$ cat src/rtl/basp_pkg.sv
`timescale 1ns / 1ps
// ----------------------------------------------------------------------------
// basp_pkg
// Shared types, character codes and result kinds of the alignment trace
// string parser.
// ----------------------------------------------------------------------------
package basp_pkg;

    localparam int IN_TDATA_W  = 48;
    localparam int OUT_TDATA_W = 96;
    localparam int RESQ_DEPTH_DEFAULT = 4;

    localparam logic [1:0] KIND_INTRON  = 2'd0;
    localparam logic [1:0] KIND_SUMMARY = 2'd1;
    localparam logic [1:0] KIND_BAD     = 2'd2;

    localparam logic [7:0] SYM_ZERO   = 8'h30;
    localparam logic [7:0] SYM_NINE   = 8'h39;
    localparam logic [7:0] SYM_PCT    = 8'h25;
    localparam logic [7:0] SYM_UNDER  = 8'h5F;
    localparam logic [7:0] SYM_CARET  = 8'h5E;
    localparam logic [7:0] SYM_A      = 8'h41;
    localparam logic [7:0] SYM_T      = 8'h54;
    localparam logic [7:0] SYM_G      = 8'h47;
    localparam logic [7:0] SYM_C      = 8'h43;
    localparam logic [7:0] SYM_N      = 8'h4E;
    localparam logic [7:0] SYM_DASH   = 8'h2D;

    localparam logic [23:0] RUN_MAX  = 24'hFFFFFF;
    localparam logic [15:0] ERR_MAX  = 16'hFFFF;
    localparam logic [7:0]  INTR_MAX = 8'hFF;

    typedef struct packed {
        logic [7:0]  symbol;
        logic        first_of_read;
        logic        last_of_read;
        logic [30:0] start_position;
        logic        reverse_strand;
        logic        read_is_first;
    } input_t;

    typedef struct packed {
        logic [1:0]         kind;
        logic signed [31:0] coord_first;
        logic signed [31:0] coord_second;
        logic [15:0]        error_count;
        logic [7:0]         intron_count;
        logic               mate_one;
        logic               last_of_run;
    } result_t;

    typedef struct packed {
        logic [1:0] count;
        result_t    res_a;
        result_t    res_b;
    } push_t;

    function automatic logic is_digit(input logic [7:0] c);
        return (c >= SYM_ZERO) && (c <= SYM_NINE);
    endfunction

    function automatic logic is_base(input logic [7:0] c);
        return (c == SYM_A) || (c == SYM_T) || (c == SYM_G) || (c == SYM_C) ||
               (c == SYM_N) || (c == SYM_DASH);
    endfunction

endpackage

$ cat src/rtl/basp_step.sv
`timescale 1ns / 1ps
// ----------------------------------------------------------------------------
// basp_step
// Input register, parse state and the single-cycle parse step that turns one
// trace character into zero, one or two results.
// ----------------------------------------------------------------------------
module basp_step
(
    input  logic              clk,
    input  logic              rst_n,
    input  logic              cfg_wr_en,
    input  logic              cfg_wr_data,
    input  logic              in_valid,
    output logic              in_ready,
    input  basp_pkg::input_t  in_item,
    input  logic              room,
    output basp_pkg::push_t   push
);

    localparam logic [2:0] PH_IDLE   = 3'd0;
    localparam logic [2:0] PH_RUN    = 3'd1;
    localparam logic [2:0] PH_DEL    = 3'd2;
    localparam logic [2:0] PH_INS    = 3'd3;
    localparam logic [2:0] PH_INTRON = 3'd4;
    localparam logic [2:0] PH_SUB2   = 3'd5;

    logic              enable_reg;
    logic              item_valid_reg;
    basp_pkg::input_t  item_reg;
    logic              fire;

    logic [2:0]  phase_reg, phase_next;
    logic [31:0] position_reg, position_next;
    logic [23:0] run_reg, run_next;
    logic [15:0] err_reg, err_next;
    logic [7:0]  intr_reg, intr_next;
    logic        up_reg, up_next;
    logic        mate_reg, mate_next;
    logic        discard_reg, discard_next;

    logic [2:0]  ph_eff;
    logic [31:0] pos_eff;
    logic [23:0] run_eff;
    logic [15:0] err_eff;
    logic [7:0]  intr_eff;
    logic        up_eff;
    logic        mate_eff;
    logic        disc_eff;

    logic [7:0]  sym;
    logic        sym_digit;
    logic        sym_base;
    logic [27:0] acc_prod;
    logic [23:0] acc_val;
    logic [23:0] move_amt;
    logic [31:0] pos_moved;
    logic [31:0] far_edge;
    logic [15:0] err_add;
    logic [16:0] err_sum;
    logic [15:0] err_sat;
    logic [7:0]  intr_inc;
    logic        bad;
    logic        rec;
    logic        summ;
    logic [31:0] b1;
    logic [31:0] b2;

    assign fire     = item_valid_reg && room;
    assign in_ready = !item_valid_reg || fire;

    always_ff @(posedge clk or negedge rst_n)
    begin
        if (!rst_n)
        begin
            enable_reg     <= 1'b0;
            item_valid_reg <= 1'b0;
        end
        else
        begin
            if (cfg_wr_en)
            begin
                enable_reg <= cfg_wr_data;
            end
            if (in_ready)
            begin
                item_valid_reg <= in_valid;
            end
        end
    end

    always_ff @(posedge clk)
    begin
        if (in_valid && in_ready)
        begin
            item_reg <= in_item;
        end
    end

    assign sym       = item_reg.symbol;
    assign sym_digit = basp_pkg::is_digit(sym);
    assign sym_base  = basp_pkg::is_base(sym);

    always_comb
    begin
        if (item_reg.first_of_read)
        begin
            ph_eff   = PH_RUN;
            pos_eff  = {1'b0, item_reg.start_position};
            run_eff  = '0;
            err_eff  = '0;
            intr_eff = '0;
            up_eff   = !item_reg.reverse_strand;
            mate_eff = item_reg.read_is_first;
            disc_eff = 1'b0;
        end
        else
        begin
            ph_eff   = phase_reg;
            pos_eff  = position_reg;
            run_eff  = run_reg;
            err_eff  = err_reg;
            intr_eff = intr_reg;
            up_eff   = up_reg;
            mate_eff = mate_reg;
            disc_eff = discard_reg;
        end
    end

    assign acc_prod = {1'b0, run_eff, 3'b000} + {3'b000, run_eff, 1'b0} + {24'd0, sym[3:0]};
    assign acc_val  = (|acc_prod[27:24]) ? basp_pkg::RUN_MAX : acc_prod[23:0];

    assign move_amt  = (ph_eff == PH_SUB2) ? 24'd1 : run_eff;
    assign pos_moved = up_eff ? pos_eff + {8'd0, move_amt} : pos_eff - {8'd0, move_amt};
    assign far_edge  = up_eff ? pos_moved - 32'd1 : pos_moved + 32'd1;

    assign err_add = (ph_eff == PH_SUB2) ? 16'd1 :
                     ((|run_eff[23:16]) ? basp_pkg::ERR_MAX : run_eff[15:0]);
    assign err_sum = {1'b0, err_eff} + {1'b0, err_add};
    assign err_sat = err_sum[16] ? basp_pkg::ERR_MAX : err_sum[15:0];

    assign intr_inc = (intr_eff == basp_pkg::INTR_MAX) ? intr_eff : intr_eff + 8'd1;

    assign b1 = mate_eff ? far_edge : pos_eff;
    assign b2 = mate_eff ? pos_eff : far_edge;

    always_comb
    begin
        phase_next    = ph_eff;
        position_next = pos_eff;
        run_next      = run_eff;
        err_next      = err_eff;
        intr_next     = intr_eff;
        up_next       = up_eff;
        mate_next     = mate_eff;
        discard_next  = disc_eff;
        bad           = 1'b0;
        rec           = 1'b0;
        summ          = 1'b0;
        if (ph_eff == PH_IDLE)
        begin
            phase_next = PH_IDLE;
        end
        else if (disc_eff)
        begin
            if (item_reg.last_of_read)
            begin
                phase_next   = PH_IDLE;
                discard_next = 1'b0;
            end
        end
        else
        begin
            unique case (ph_eff)
                PH_RUN:
                begin
                    if (sym_digit)
                    begin
                        run_next = acc_val;
                    end
                    else
                    begin
                        position_next = pos_moved;
                        run_next      = '0;
                        if (sym == basp_pkg::SYM_PCT)
                        begin
                            phase_next = PH_DEL;
                        end
                        else if (sym == basp_pkg::SYM_UNDER)
                        begin
                            phase_next = PH_INS;
                        end
                        else if (sym == basp_pkg::SYM_CARET)
                        begin
                            phase_next = PH_INTRON;
                        end
                        else if (sym_base)
                        begin
                            phase_next = PH_SUB2;
                        end
                        else
                        begin
                            bad = 1'b1;
                        end
                    end
                end
                PH_DEL:
                begin
                    if (sym_digit)
                    begin
                        run_next = acc_val;
                    end
                    else if (sym == basp_pkg::SYM_PCT)
                    begin
                        run_next   = '0;
                        phase_next = PH_RUN;
                    end
                    else
                    begin
                        bad = 1'b1;
                    end
                end
                PH_INS:
                begin
                    if (sym_digit)
                    begin
                        run_next = acc_val;
                    end
                    else if (sym == basp_pkg::SYM_UNDER)
                    begin
                        err_next      = err_sat;
                        position_next = pos_moved;
                        run_next      = '0;
                        phase_next    = PH_RUN;
                    end
                    else
                    begin
                        bad = 1'b1;
                    end
                end
                PH_INTRON:
                begin
                    if (sym_digit)
                    begin
                        run_next = acc_val;
                    end
                    else if (sym == basp_pkg::SYM_CARET)
                    begin
                        intr_next     = intr_inc;
                        rec           = enable_reg;
                        position_next = pos_moved;
                        run_next      = '0;
                        phase_next    = PH_RUN;
                    end
                    else
                    begin
                        bad = 1'b1;
                    end
                end
                PH_SUB2:
                begin
                    if (sym_base)
                    begin
                        err_next      = err_sat;
                        position_next = pos_moved;
                        phase_next    = PH_RUN;
                    end
                    else
                    begin
                        bad = 1'b1;
                    end
                end
                default:
                begin
                    bad = 1'b1;
                end
            endcase
            if (!bad && item_reg.last_of_read && (phase_next != PH_RUN))
            begin
                bad = 1'b1;
            end
            if (bad)
            begin
                run_next = '0;
                if (item_reg.last_of_read)
                begin
                    phase_next = PH_IDLE;
                end
                else
                begin
                    discard_next = 1'b1;
                end
            end
            else if (item_reg.last_of_read)
            begin
                summ       = 1'b1;
                run_next   = '0;
                phase_next = PH_IDLE;
            end
        end
    end

    always_comb
    begin
        push.res_a.kind         = bad ? basp_pkg::KIND_BAD : basp_pkg::KIND_SUMMARY;
        push.res_a.coord_first  = '0;
        push.res_a.coord_second = '0;
        push.res_a.error_count  = err_next;
        push.res_a.intron_count = intr_next;
        push.res_a.mate_one     = mate_next;
        push.res_a.last_of_run  = 1'b1;
        push.res_b              = push.res_a;
        if (rec)
        begin
            push.res_a.kind         = basp_pkg::KIND_INTRON;
            push.res_a.coord_first  = $signed(b1);
            push.res_a.coord_second = $signed(b2);
            push.res_a.last_of_run  = !summ;
        end
        if (!fire)
        begin
            push.count = 2'd0;
        end
        else
        begin
            push.count = {1'b0, rec} + {1'b0, (bad || summ)};
        end
    end

    always_ff @(posedge clk or negedge rst_n)
    begin
        if (!rst_n)
        begin
            phase_reg    <= PH_IDLE;
            position_reg <= '0;
            run_reg      <= '0;
            err_reg      <= '0;
            intr_reg     <= '0;
            up_reg       <= 1'b0;
            mate_reg     <= 1'b0;
            discard_reg  <= 1'b0;
        end
        else if (fire)
        begin
            phase_reg    <= phase_next;
            position_reg <= position_next;
            run_reg      <= run_next;
            err_reg      <= err_next;
            intr_reg     <= intr_next;
            up_reg       <= up_next;
            mate_reg     <= mate_next;
            discard_reg  <= discard_next;
        end
    end

endmodule

$ cat src/rtl/basp_resq.sv
`timescale 1ns / 1ps
// ----------------------------------------------------------------------------
// basp_resq
// Result queue that takes up to two results per cycle and hands out one per
// transaction on the output stream.
// ----------------------------------------------------------------------------
module basp_resq
#(
    parameter int DEPTH = basp_pkg::RESQ_DEPTH_DEFAULT
)
(
    input  logic              clk,
    input  logic              rst_n,
    input  basp_pkg::push_t   push,
    output logic              room,
    output logic              out_valid,
    input  logic              out_ready,
    output basp_pkg::result_t out_res
);

    localparam int PW = (DEPTH > 1) ? $clog2(DEPTH) : 1;
    localparam int CW = $clog2(DEPTH + 1);
    localparam logic [PW-1:0] LAST_IDX = PW'(DEPTH - 1);
    localparam logic [CW-1:0] ROOM_MAX = CW'(DEPTH - 2);

    basp_pkg::result_t entry_reg [DEPTH];
    logic [PW-1:0] head_reg, head_next;
    logic [PW-1:0] tail_reg, tail_next;
    logic [PW-1:0] tail_plus1;
    logic [PW-1:0] tail_plus2;
    logic [CW-1:0] count_reg, count_next;
    logic          pop;

    assign pop        = out_valid && out_ready;
    assign out_valid  = (count_reg != '0);
    assign out_res    = entry_reg[head_reg];
    assign room       = (count_reg <= ROOM_MAX);
    assign tail_plus1 = (tail_reg == LAST_IDX) ? '0 : tail_reg + PW'(1);
    assign tail_plus2 = (tail_plus1 == LAST_IDX) ? '0 : tail_plus1 + PW'(1);
    assign head_next  = pop ? ((head_reg == LAST_IDX) ? '0 : head_reg + PW'(1)) : head_reg;
    assign count_next = count_reg + CW'(push.count) - CW'(pop);

    always_comb
    begin
        case (push.count)
            2'd1:    tail_next = tail_plus1;
            2'd2:    tail_next = tail_plus2;
            default: tail_next = tail_reg;
        endcase
    end

    always_ff @(posedge clk)
    begin
        if (push.count != 2'd0)
        begin
            entry_reg[tail_reg] <= push.res_a;
        end
        if (push.count == 2'd2)
        begin
            entry_reg[tail_plus1] <= push.res_b;
        end
    end

    always_ff @(posedge clk or negedge rst_n)
    begin
        if (!rst_n)
        begin
            head_reg  <= '0;
            tail_reg  <= '0;
            count_reg <= '0;
        end
        else
        begin
            head_reg  <= head_next;
            tail_reg  <= tail_next;
            count_reg <= count_next;
        end
    end

endmodule

$ cat src/rtl/btop_alignment_string_parser_core.sv
`timescale 1ns / 1ps
// ----------------------------------------------------------------------------
// btop_alignment_string_parser_core
// Parses alignment trace strings one character per transaction and reports
// intron records, end summaries and malformed strings.
// ----------------------------------------------------------------------------
// Usage:
// The slave stream carries one trace character per transaction; tuser marks
// the first character of a string and tlast the final one. The start
// coordinate, strand and mate flag are sampled with the first character.
// The master stream carries results; tuser gives the kind and tlast marks
// the final result caused by one input character.
// An accepted character waits in the input register until the result queue
// has room; it is then parsed and its results are written into the queue,
// from which they go out on the master stream. One character is accepted
// every cycle as long as the result queue has space for two results; one
// result leaves per cycle while the receiver is ready. When the receiver
// stalls, the queue of RESQ_DEPTH results fills and the slave side then
// deasserts tready until space is free again. Reset clears the parse state,
// empties the queue and disables intron reporting. The intron report
// register may be written on any cycle while no string is in flight.
// ----------------------------------------------------------------------------
module btop_alignment_string_parser_core
#(
    parameter int RESQ_DEPTH = basp_pkg::RESQ_DEPTH_DEFAULT
)
(
    input  logic                                clk,
    input  logic                                rst_n,
    input  logic                                cfg_wr_en,
    input  logic                                cfg_wr_data,
    input  logic                                s_axis_tvalid,
    output logic                                s_axis_tready,
    // symbol[7:0], start_position[38:8], reverse_strand[39], read_is_first[40]
    input  logic [basp_pkg::IN_TDATA_W-1:0]     s_axis_tdata,
    // first_of_read[0]
    input  logic                                s_axis_tuser,
    input  logic                                s_axis_tlast,
    output logic                                m_axis_tvalid,
    input  logic                                m_axis_tready,
    // coord_first[31:0], coord_second[63:32], error_count[79:64],
    // intron_count[87:80], mate_one[88]
    output logic [basp_pkg::OUT_TDATA_W-1:0]    m_axis_tdata,
    // kind[1:0]
    output logic [1:0]                          m_axis_tuser,
    output logic                                m_axis_tlast
);

    basp_pkg::input_t  in_item;
    basp_pkg::push_t   push;
    basp_pkg::result_t out_res;
    logic              room;

    assign in_item.symbol         = s_axis_tdata[7:0];
    assign in_item.first_of_read  = s_axis_tuser;
    assign in_item.last_of_read   = s_axis_tlast;
    assign in_item.start_position = s_axis_tdata[38:8];
    assign in_item.reverse_strand = s_axis_tdata[39];
    assign in_item.read_is_first  = s_axis_tdata[40];

    basp_step u_step
    (
        .clk         (clk),
        .rst_n       (rst_n),
        .cfg_wr_en   (cfg_wr_en),
        .cfg_wr_data (cfg_wr_data),
        .in_valid    (s_axis_tvalid),
        .in_ready    (s_axis_tready),
        .in_item     (in_item),
        .room        (room),
        .push        (push)
    );

    basp_resq #(.DEPTH(RESQ_DEPTH)) u_resq
    (
        .clk       (clk),
        .rst_n     (rst_n),
        .push      (push),
        .room      (room),
        .out_valid (m_axis_tvalid),
        .out_ready (m_axis_tready),
        .out_res   (out_res)
    );

    assign m_axis_tdata = {7'd0, out_res.mate_one, out_res.intron_count,
                           out_res.error_count, out_res.coord_second, out_res.coord_first};
    assign m_axis_tuser = out_res.kind;
    assign m_axis_tlast = out_res.last_of_run;

endmodule

$ cat config.mk
export PLATFORM = sky130hd
export DESIGN_NAME = btop_alignment_string_parser_core
export DESIGN_NICKNAME = d
export VERILOG_FILES = /design/src/rtl/basp_pkg.sv /design/src/rtl/basp_step.sv /design/src/rtl/basp_resq.sv /design/src/rtl/btop_alignment_string_parser_core.sv
export SDC_FILE = /design/constraint.sdc
export NUM_CORES = 1
export LEC_CHECK = 0
export BUFFER_PORTS_ARGS = -buffer_cell sky130_fd_sc_hd__buf_2
export CAP_MARGIN = 25
export CORE_UTILIZATION = 35
export CTS_BUF_LIST = sky130_fd_sc_hd__clkbuf_16
export CTS_CLUSTER_DIAMETER = 120
export DETAILED_ROUTE_END_ITERATION = 10
export GPL_TIMING_DRIVEN = 0
export HOLD_SLACK_MARGIN = 0.12
export SLEW_MARGIN = 20
export SYNTH_ARGS = -nofsm -noshare
export SYNTH_HDL_FRONTEND = slang
export SYNTH_HIERARCHICAL = 1
export SYNTH_SLANG_ARGS = --single-unit
$ cat constraint.sdc
create_clock -name clk -period 15.8 [get_ports clk]
set_input_delay 1.58 -clock clk [delete_from_list [all_inputs] [get_ports clk]]
set_output_delay 1.58 -clock clk [all_outputs]
set_load 0.05 [all_outputs]
==> flow_summary.json <==
{
  "drt_wl_total_mm": 96.0,
  "stdcell_count": 4446,
  "p_total_mw": 6.12,
  "ys_dominant_reg_cell": "edfxtp_1",
  "fin_hold_ws_ns": 0.461,
  "synth.distinct_cells": 94,
  "cts.path.max_buffers": 3,
  "dp.cells": 4330,
  "setup_violations": 0,
  "synthToLayoutAreaGrowth_pct": 16.1,
  "fin_skew_ns": 0.0402,
  "layout_min_cycle_time_ns": 10.15,
  "post_cts_resized": 0,
  "pin_count": 157,
  "min-delay-start": "u_step/run_reg[20]$_DFFE_PN0P_",
  "ys_warn_count": 6,
  "insertion_delay_ns": 0.67,
  "core_area_um2": 92200,
  "antenna_found_initial": 3,
  "grt_usage_pct": 20.1,
  "critPathLaunch": "u_step/item_reg[34]$_DFFE_PP_",
  "final_nets": 3355,
  "tns_ns": 0,
  "start_kind": "register",
  "hpwl_mm": 72.3,
  "cts-buffers-inserted": 61,
  "fmax_mhz": 98.5,
  "drt_iter0_drc": 2050,
  "ctsHoldBuffers": 0,
  "syn_inst": 2848,
  "synth.avg_cell_area_um2": 11.5,
  "htree_levels": 2,
  "endpoint_kind": "register",
  "cts_setup_buffers": 0,
  "seq_area_frac_synth_pct": 44.8,
  "critPathArrivalTime_ns": 10.57,
  "maxSlewViolCount": 0,
  "avgRoutedWirePerCell_um": 21.6,
  "slowest_delay_ns": 0.83,
  "cts-root-buf": "clkbuf_16",
  "rows": 111,
  "grt_pass1_vias": 22800,
  "largest_reg_flops": 368,
  "grt_overflow": 0,
  "vdd_drop_max_mv": 0.0933,
  "async_reset_ff_share_pct": 18.8,
  "fp.dieArea_um2": 95000,
  "antenna_left": 0,
  "die_h_um": 308,
  "crit_buf_inv": 5,
  "grt_pass1_wl_mm": 144,
  "antenna_cells": 0,
  "r2r-start": "u_step/item_reg[34]$_DFFE_PP_",
  "vias_per_cell": 5.27,
  "port_buffers": 142,
  "cap_violations": 0,
  "drt_pre_antenna_iters": 5,
  "place.gp.congestion": 0.950,
  "cp_top_family": "compound AO/OA/AOI/OAI gates",
  "cp.required_ns": 16.22,
  "crit_fanout": 10,
  "worstMarginPinSlew_ns": 1.04,
  "drc": 0,
  "layout-drive-gt1-share_pct": 29.5,
  "hold_violations": 0,
  "rsz0062_at_grt": "no",
  "vias": 23400,
  "power_density_nw_per_um2": 161,
  "grt_max_degree": 72,
  "utilization_pct": 41.3,
  "status": "complete, no violations",
  "syn_area_um2": 32800,
  "slew-limit-headroom_pct": 30.0,
  "synth_edf_count": 411,
  "cts_tree": "yes",
  "hp-class": "reg2reg",
  "crit_slowest_cell": "buf_1",
  "initial_core_util_pct": 35.6,
  "crit_type": "reg2reg",
  "cts.clk_slew.worst_paths_ns": 0.06,
  "synth_seq_cells": 506,
  "chipWidth_um": 308,
  "clock_sinks": 506,
  "finalCritPeriodShare_pct": 64.2,
  "p_leak_nw": 16.0
}
cells by family after synthesis:
kind of cell	count (synthesis)	share of synthesized area (%)
xor gates and xnor gates	105	2.80
adders and majority gates	148	5.78
muxes	503	20.3
DFF	506	44.8
and+or+nand+nor	683	9.31
other	3	0.0343
AOI/OAI and AO/OA	564	10.9
buffers and inverters	336	5.95
synth_stat cells, drive strengths merged (20+ instances only):
cell | instances | area [um^2]
nor2b | 46 | 288
and3 | 23 | 144
inv | 88 | 330
xor2 | 33 | 289
ha | 142 | 1780
edfxtp | 411 | 12300
dfrtp | 95 | 2380
a21oi | 191 | 963
a31oi | 25 | 163
nor2 | 241 | 905
mux4 | 92 | 2070
o21ai | 118 | 594
nand2 | 225 | 845
clkbuf | 72 | 270
nor3 | 40 | 200
buf | 174 | 1340
a211oi | 43 | 333
nand2b | 20 | 125
a21o | 47 | 353
mux2 | 394 | 4440
nand3 | 25 | 125
xnor2 | 72 | 631
stage by stage:
stage | cell area (um^2) | setup WS, ns
after floorplan | 33100 | 6.25
after global placement | 35300 | -1.28
after detailed placement | 36100 | 5.92
after CTS | 38100 | 5.90
after global routing | 38100 | 5.35
final | 38100 | 5.65
metal layers:
metal | GRT usage, % | share of wire [%] | vias up
li1 | - | - | 11100
met1 | 28.0 | 45 | 11400
met2 | 32.1 | 46 | 749
met3 | 2.95 | 6.0 | 149
met4 | 6.06 | 2.9 | 0
met5 | 0 | 0 | -
path summary, 6_finish.rpt:
kind / end / depth (start not counted) / slack [ns]
min in group asynchronous: u_step/err_reg[6]$_DFFE_PN0P_ / 1 / 0.80
max in group asynchronous: u_step/phase_reg[2]$_DFFE_PN0P_ / 2 / 14.30
min: u_step/run_reg[20]$_DFFE_PN0P_ / 2 / 0.46
max: u_resq/entry_reg[1][57]$_DFFE_PP_ / 31 / 5.65
max reg2reg: u_resq/entry_reg[1][57]$_DFFE_PP_ / 31 / 5.65
min reg2reg: u_step/run_reg[20]$_DFFE_PN0P_ / 2 / 0.46
placed cells by master (no fill, tap or decap), types with 23 or more instances in the layout:
master	netlist	final
mux2_2	394	394
inv_1	88	99
mux4_2	92	92
buf_4	105	105
clkbuf_16	0	61
buf_16	0	24
clkbuf_1	72	71
a211oi_1	41	40
buf_2	30	172
nand2_1	225	225
a21o_1	47	47
a31oi_1	24	24
dfrtp_1	95	95
conb_1	3	72
xnor2_1	72	72
a21oi_1	189	189
nand3_1	25	25
ha_1	142	142
edfxtp_1	411	411
nor2b_1	46	46
and3_1	23	23
nor2_1	241	241
nor3_1	40	40
xor2_1	33	33
o21ai_0	115	111
cell type report:
cell class	count	area, um^2
flip-flops and latches	506	14700
clock buffers	61	1530
well taps	1243	1560
fillers	8836	54100
plain buffers	246	1620
clock inverters	54	438
repair buffers	171	1440
multi-input cells	2075	16500
inverters	90	338
tightest hold or removal path, cell delays in order, from the launching register on:
cell	delay, ns
dfrtp_1	0.33
nand2_1	0.05
nand2_1	0.05
power breakdown:
part	switching, mW	leakage [nW]	internal, mW
clock	0.588	1.01	0.773
combinational	2.03	9.86	1.01
sequential	0.0865	5.09	1.63
total	2.70	16.0	3.42
Note: power is estimated with default switching activity, not from simulation.
